File: config.mk
export PLATFORM = sky130hd
export DESIGN_NAME = kwm_select
export DESIGN_NICKNAME = d
export VERILOG_FILES = /design/src/rtl/kway_note_merge_defines.svh /design/src/rtl/kwm_pkg.sv /design/src/rtl/kwm_select.sv
export SDC_FILE = /design/constraint.sdc
export NUM_CORES = 1
export LEC_CHECK = 0
export ABC_CLOCK_PERIOD_IN_PS = 24700
export BUFFER_PORTS_ARGS = -buffer_cell sky130_fd_sc_hd__buf_2
export CAP_MARGIN = 20
export CORE_AREA = 2 2 209 211
export DETAILED_ROUTE_END_ITERATION = 6
export DIE_AREA = 0 0 211 213
export PLACE_DENSITY = 0.61
export SYNTH_ARGS = -nofsm -noshare
export SYNTH_HDL_FRONTEND = slang
export SYNTH_SLANG_ARGS = --single-unit
File: constraint.sdc
create_clock -name vclk -period 24.7
set_input_delay 2.47 -clock vclk [all_inputs]
set_output_delay 2.47 -clock vclk [all_outputs]
set_load 0.005 [all_outputs]
File: src/rtl/kway_note_merge_defines.svh
// Assertion macros for the note merge block.
// Used by kway_note_merge; no other dependencies.
`ifndef KWAY_NOTE_MERGE_DEFINES_SVH
`define KWAY_NOTE_MERGE_DEFINES_SVH
`ifndef NO_ASSERTIONS
`define KWM_ASSERT(lbl, expr, msg) \
	lbl: assert property (@(posedge clk) disable iff (!arst_n) (expr)) else $error(msg);
`define KWM_ASSERT_NEXT(lbl, ante, cons, msg) \
	lbl: assert property (@(posedge clk) disable iff (!arst_n) (ante) |=> (cons)) \
	else $error(msg);
`else
`define KWM_ASSERT(lbl, expr, msg)
`define KWM_ASSERT_NEXT(lbl, ante, cons, msg)
`endif
`endif

File: src/rtl/kwm_pkg.sv
// Shared types and codes for the note merge block.
// No dependencies.
package kwm_pkg;

	typedef struct packed {
		logic [15:0] track;
		logic [3:0]  channel;
		logic [6:0]  key;
		logic [6:0]  velocity;
		logic [31:0] tick;
		logic [31:0] gate;
	} note_rec_t;

	localparam logic CMD_PUSH = 1'b0;
	localparam logic CMD_POP  = 1'b1;

	localparam logic [1:0] ST_OK    = 2'd0;
	localparam logic [1:0] ST_FULL  = 2'd1;
	localparam logic [1:0] ST_EMPTY = 2'd2;

endpackage

File: src/rtl/kwm_select.sv
// Stable minimum search over the list heads; ties go to the lower slot.
// Depends on kwm_pkg.
module kwm_select import kwm_pkg::*; #(
	parameter int NUM_SLOTS = 16,
	parameter int SLOT_W    = 4
) (
	input  logic [NUM_SLOTS-1:0] vld,
	input  logic [31:0]          tick [NUM_SLOTS],
	output logic                 found,
	output logic [SLOT_W-1:0]    win
);

	localparam int P = 1 << SLOT_W;

	logic              v  [P];
	logic [31:0]       t  [P];
	logic [SLOT_W-1:0] ix [P];

	always_comb begin
		for (int i = 0; i < P; i++) begin
			if (i < NUM_SLOTS) begin
				v[i] = vld[i];
				t[i] = tick[i];
			end else begin
				v[i] = 1'b0;
				t[i] = '0;
			end
			ix[i] = SLOT_W'(i);
		end
		for (int l = 0; l < SLOT_W; l++) begin
			for (int i = 0; i < P; i = i + (2 << l)) begin
				if (v[i + (1 << l)] && (!v[i] || t[i + (1 << l)] < t[i])) begin
					v[i]  = 1'b1;
					t[i]  = t[i + (1 << l)];
					ix[i] = ix[i + (1 << l)];
				end
			end
		end
		found = v[0];
		win   = ix[0];
	end

endmodule

== Word-level counts from Yosys, hierarchy flattened ==
Cells that the tools add are included.

* Memories kept: 0
* Logic and storage cells: 104
* Output and inout bits: 5
* Latch bits: 0
* Flip-flop bits (word level): 0
* Input port bits: 528
* Bits in read-only memories: 0
* Bits in writable memories: 0

* Equality and inequality tests: 0
* Reduce and logical (&&, ||, !) cells: 45
* Div/mod/pow operators: 0
* $lt $le $gt $ge: 15
* Multiplexer cells: 44
* Bitwise operators: 0
* Add/subtract/negate cells: 0
* Multipliers: 0
* Shift-type cells: 0

{| class="wikitable"
|+ Operators with widths
! cell !! count
|-
| $lt 32x32->1 || 15
|-
| $mux 32 || 14
|-
| $mux 4 || 7
|-
| $mux 1 || 23
|-
| $logic_and 1x1->1 || 15
|-
| $logic_not 1->1 || 15
|-
| $logic_or 1x1->1 || 15
|}

== Depth between registers and ports, before layout ==
* Depth in word-level cells: 16
* Gate-level depth with buffers: 52
* Mapped depth without buffers: 48

== Worst setup path before layout ==
OpenSTA, ideal clock, no wires.

* Path kind: input -> output
* Start point: input port tick[126] (netlist bit)
* End point: output port win[1]
* Arrival: 11.957 ns
* Stages on the path: 44
* Slack: 10.273 ns
* Cell sequence: inv_1 ha_1 a21oi_1 nand2_1 a221o_1 a211o_1 a211oi_2 clkbuf_1 mux2i_1 ha_1 nand4_1 or3_1 or3_1 a2111oi_0 nor3b_1 nor2_1 buf_2 mux2i_1 [... 8 more ...] nand3_1 a21oi_2 clkbuf_1 nand2_1 o21ai_0 ha_1 a21o_1 a21o_1 a21o_1 a21o_1 a21o_1 a21o_1 a211oi_1 nor2_1 a311oi_1 o21ai_2 o31ai_4 mux2i_1

* Word-level cells in the longest chain between the ends: 16
* Elaborated cells between the ends (all ways): 22
* Classes of those cells: order compare: 4; mux: 9; reduce/logical: 9

{| class="wikitable"
|+ RTL lines
! what !! RTL line !! RTL
|-
| start: declaration || kwm_select.sv:8 || <nowiki>input logic [31:0] tick [NUM_SLOTS],</nowiki>
|-
| $lt 32x32->1 || kwm_select.sv:32 || <nowiki>if (v[i + (1 << l)] && (!v[i] || t[i + (1 << l)] < t[i])) begin</nowiki>
|-
| $logic_or 1x1->1 || kwm_select.sv:32 ||
|-
| $logic_and 1x1->1 || kwm_select.sv:32 ||
|-
| $mux 32 / $mux 1 (equally long branches) || kwm_select.sv:32 ||
|-
| $lt 32x32->1 / $logic_not 1->1 (equally long branches) || kwm_select.sv:32 ||
|-
| $logic_or 1x1->1 || kwm_select.sv:32 ||
|-
| $logic_and 1x1->1 || kwm_select.sv:32 ||
|-
| $mux 32 || kwm_select.sv:32 ||
|-
| $lt 32x32->1 || kwm_select.sv:32 ||
|-
| $logic_or 1x1->1 || kwm_select.sv:32 ||
|-
| $logic_and 1x1->1 || kwm_select.sv:32 ||
|-
| $mux 32 || kwm_select.sv:32 ||
|-
| $lt 32x32->1 || kwm_select.sv:32 ||
|-
| $logic_or 1x1->1 || kwm_select.sv:32 ||
|-
| $logic_and 1x1->1 || kwm_select.sv:32 ||
|-
| $mux 4 (*) || kwm_select.sv:32 ||
|-
| end: declaration || kwm_select.sv:10 || <nowiki>output logic [SLOT_W-1:0] win</nowiki>
|}

Every way passes the cells marked *; elsewhere a longest branch is shown, timed or not.

== Worst setup path in the final report ==
* Start point: input port tick[295] (netlist bit)
* End point: output port win[2]

* Word-level cells in the longest chain between the ends: 16
* Elaborated cells between the ends (all ways): 21
* Classes of those cells: order compare: 4; mux: 8; reduce/logical: 9

{| class="wikitable"
|+ RTL lines
! what !! RTL line
|-
| $lt 32x32->1 || kwm_select.sv:32
|-
| $logic_or 1x1->1 || kwm_select.sv:32
|-
| $logic_and 1x1->1 || kwm_select.sv:32
|-
| $mux 32 || kwm_select.sv:32
|-
| $lt 32x32->1 || kwm_select.sv:32
|-
| $logic_or 1x1->1 || kwm_select.sv:32
|-
| $logic_and 1x1->1 || kwm_select.sv:32
|-
| $mux 32 || kwm_select.sv:32
|-
| $lt 32x32->1 || kwm_select.sv:32
|-
| $logic_or 1x1->1 || kwm_select.sv:32
|-
| $logic_and 1x1->1 || kwm_select.sv:32
|-
| $mux 32 / $mux 1 (equally long branches) || kwm_select.sv:32
|-
| $lt 32x32->1 / $logic_not 1->1 (equally long branches) || kwm_select.sv:32
|-
| $logic_or 1x1->1 || kwm_select.sv:32
|-
| $logic_and 1x1->1 || kwm_select.sv:32
|-
| $mux 4 (*) || kwm_select.sv:32
|}

Marked as above.

==> flow_metrics.py <==
metrics = {
    "timing": {
        "fin_ws_ns": 7.57,
        "finalHoldViolations": 0,
        "period_minus_slack_ns": 17.13,
        "tns_ns": 0,
        "rsz0062_at_grt": "false",
        "max_slew_margin": 0.272,
        "post-route-period-util": 0.694,
        "slew_viol_final": 0,
        "tightestPinTransition_ns": 1.09,
        "setup_violations": 0,
        "fmax_mhz": 58.4,
    },
    "worst_setup_path": {
        "path_buf_inv": 6,
        "critical_path.startpoint_type": "input port",
        "critPathMostFrequentCell": "a21o_1",
        "path_delay_family": "compound AO/OA/AOI/OAI gates",
        "cp_slowest_cell": "o21a_2",
        "crit_type": "in2out",
        "critPathMaxFanout": 34,
        "worstPathRequired_ns": 22.23,
        "end_kind": "primary output",
        "worstPathArrival_ns": 14.66,
        "cpPeakStageDelay_ns": 0.89,
    },
    "routing": {
        "wl_per_cell_um": 19.1,
        "drt_iter0_markers": 1031,
        "vias": 18800,
        "drt-pass1-iter-count": 6,
        "post-route-drc-count": 0,
        "drtAntennaViolNets": 0,
        "viasPerCell": 5.53,
        "drt_wl_total_um": 65200,
    },
    "die": {
        "initial_core_util": 0.399,
        "die_w_um": 211,
        "fp.dieArea_mm2": 0.0449,
        "ios": 533,
        "fp-row-count": 76,
        "die_y_um": 213,
        "coreArea_mm2": 0.0427,
    },
    "yosys": {
        "yosysWarningCount": 0,
        "synthesis.nets": 3349,
        "syn_area_per_cell_um2": 7.22,
        "ys_seq_area_frac": 0,
        "synthCells": 2360,
        "syn-cell-area_mm2": 0.0170,
        "ys_types": 84,
    },
    "final_layout": {
        "area_growth_pct": 19.0,
        "final_area_mm2": 0.0203,
        "num-fill-cells": 4419,
        "drive_gt1_frac": 0.205,
        "instances_no_fill": 3407,
        "final_common_cell": "buf_2",
        "nClkBuffers": 0,
        "nFlopsAndLatches": 0,
        "nets": 3838,
        "regArea_um2": 0,
        "final_cell_mix": "buf_2 (533), ha_1 (461), inv_1 (420), mux2i_1 (314), a21oi_1 (213)",
    },
    "pwr": {
        "power.static_leakage_nw": 12.5,
        "powerDensity_mw_per_mm2": 39.1,
        "vdd_ir_drop_max_mv": 0.0252,
    },
    "grt": {
        "grt_usage": 0.278,
        "grt_overflow": 0,
        "antenna_found_initial": 15,
        "grt_max_degree": 49,
        "grt_pass1_vias": 18400,
        "grt_pass1_wl_um": 98200,
    },
    "run": {
        "cap_violations": 0,
    },
    "clock_network": {
        "hold_buffers": 0,
        "post-cts-setup-buffers": 0,
        "ctsResizeCount": 0,
    },
    "outcome": {
        "outcome": "finished clean",
    },
    "placed_design": {
        "place_area_mm2": 0.0203,
        "numPortBuffers": 533,
        "place_ws_ns": 7.79,
        "dp_hpwl_um": 59800,
        "gp_congestion": 0.987,
        "dp.cells": 3393,
    },
    "worst_hold_path": {
        "worstHoldPathType": "in2out",
    },
}
==> cell type report <==
| cell class | count | area (um2) | area share |
|---|---|---|---|
| Antenna cell | 14 | 35.0 | 0.00173 |
| Timing Repair Buffer | 546 | 2770 | 0.136 |
| Multi-Input combinational cell | 1881 | 15200 | 0.751 |
| Tap cell | 546 | 683 | 0.0337 |
| Inverter | 420 | 1580 | 0.0777 |
==> per-layer routing <==
layer  routed length (um)  up-vias  GRT usage
met2                30600      541      0.485
met4                 1550        6     0.0653
met1                29300     8742      0.361
met3                 3730       79     0.0372
met5                   34        -          0
li1                     -     9477          -
==> cell families (layout without fill, tap and decap cells) <==
| kind of cell | after synthesis | count (layout) | share of synthesized area |
|---|---|---|---|
| AOI/OAI and AO/OA | 598 | 598 | 0.223 |
| and+or+nand+nor | 499 | 499 | 0.140 |
| buffers and inverters | 479 | 966 | 0.109 |
| adders and majority gates | 462 | 462 | 0.339 |
| muxes | 322 | 322 | 0.190 |
| other | 0 | 14 | 0 |
==> report_power, final <==
part	internal [W]	total, W	switching [W]
Clock	0.0000000000760	0.0000000000761	0
Sequential	0	0	0
Combinational	0.000328	0.000794	0.000467
Total	0.000328	0.000794	0.000467
==> cell usage after synthesis (6+ instances only) <==
library cell	number	area, um2
nor3_1	19	95.1
a31oi_1	9	56.3
nand2b_1	18	113
o21ai_1	25	125
a211o_1	9	78.8
buf_4	7	52.6
and3_1	6	37.5
clkbuf_1	28	105
o31ai_1	7	52.6
buf_2	10	50.1
nor2_1	130	488
ha_1	461	5770
nand2_1	159	597
a21o_1	95	713
a211oi_1	6	45.0
nand3_1	30	150
o22ai_1	6	37.5
o21a_1	18	135
buf_1	12	45.0
nor4_1	15	93.8
inv_1	420	1580
mux2i_1	314	3140
nor2b_1	13	81.3
a21oi_1	213	1070
o211ai_1	13	97.6
o21ai_0	123	616
nand4_1	78	488
mux2_2	8	90.1
==> final timing paths <==
check	from	to	slack (ns)	depth (start not counted)
min	vld[1]	found	5.56	6
max	tick[295]	win[2]	7.57	50
==> stage by stage <==
step / utilization / hold WS [ns] / total power, W
6_report: 0.475 / 5.56 / 0.000794
5_1_grt: 0.475 / 5.57 / 0.000884
4_1_cts: 0.474 / 5.55 / 0.000789
3_5_place_dp: 0.474 / 5.55 / 0.000785
3_3_place_gp: 0.474 / 5.55 / 0.000766
2_1_floorplan: - / 5.16 / 0.000538
Note: power is estimated with default switching activity, not from simulation.
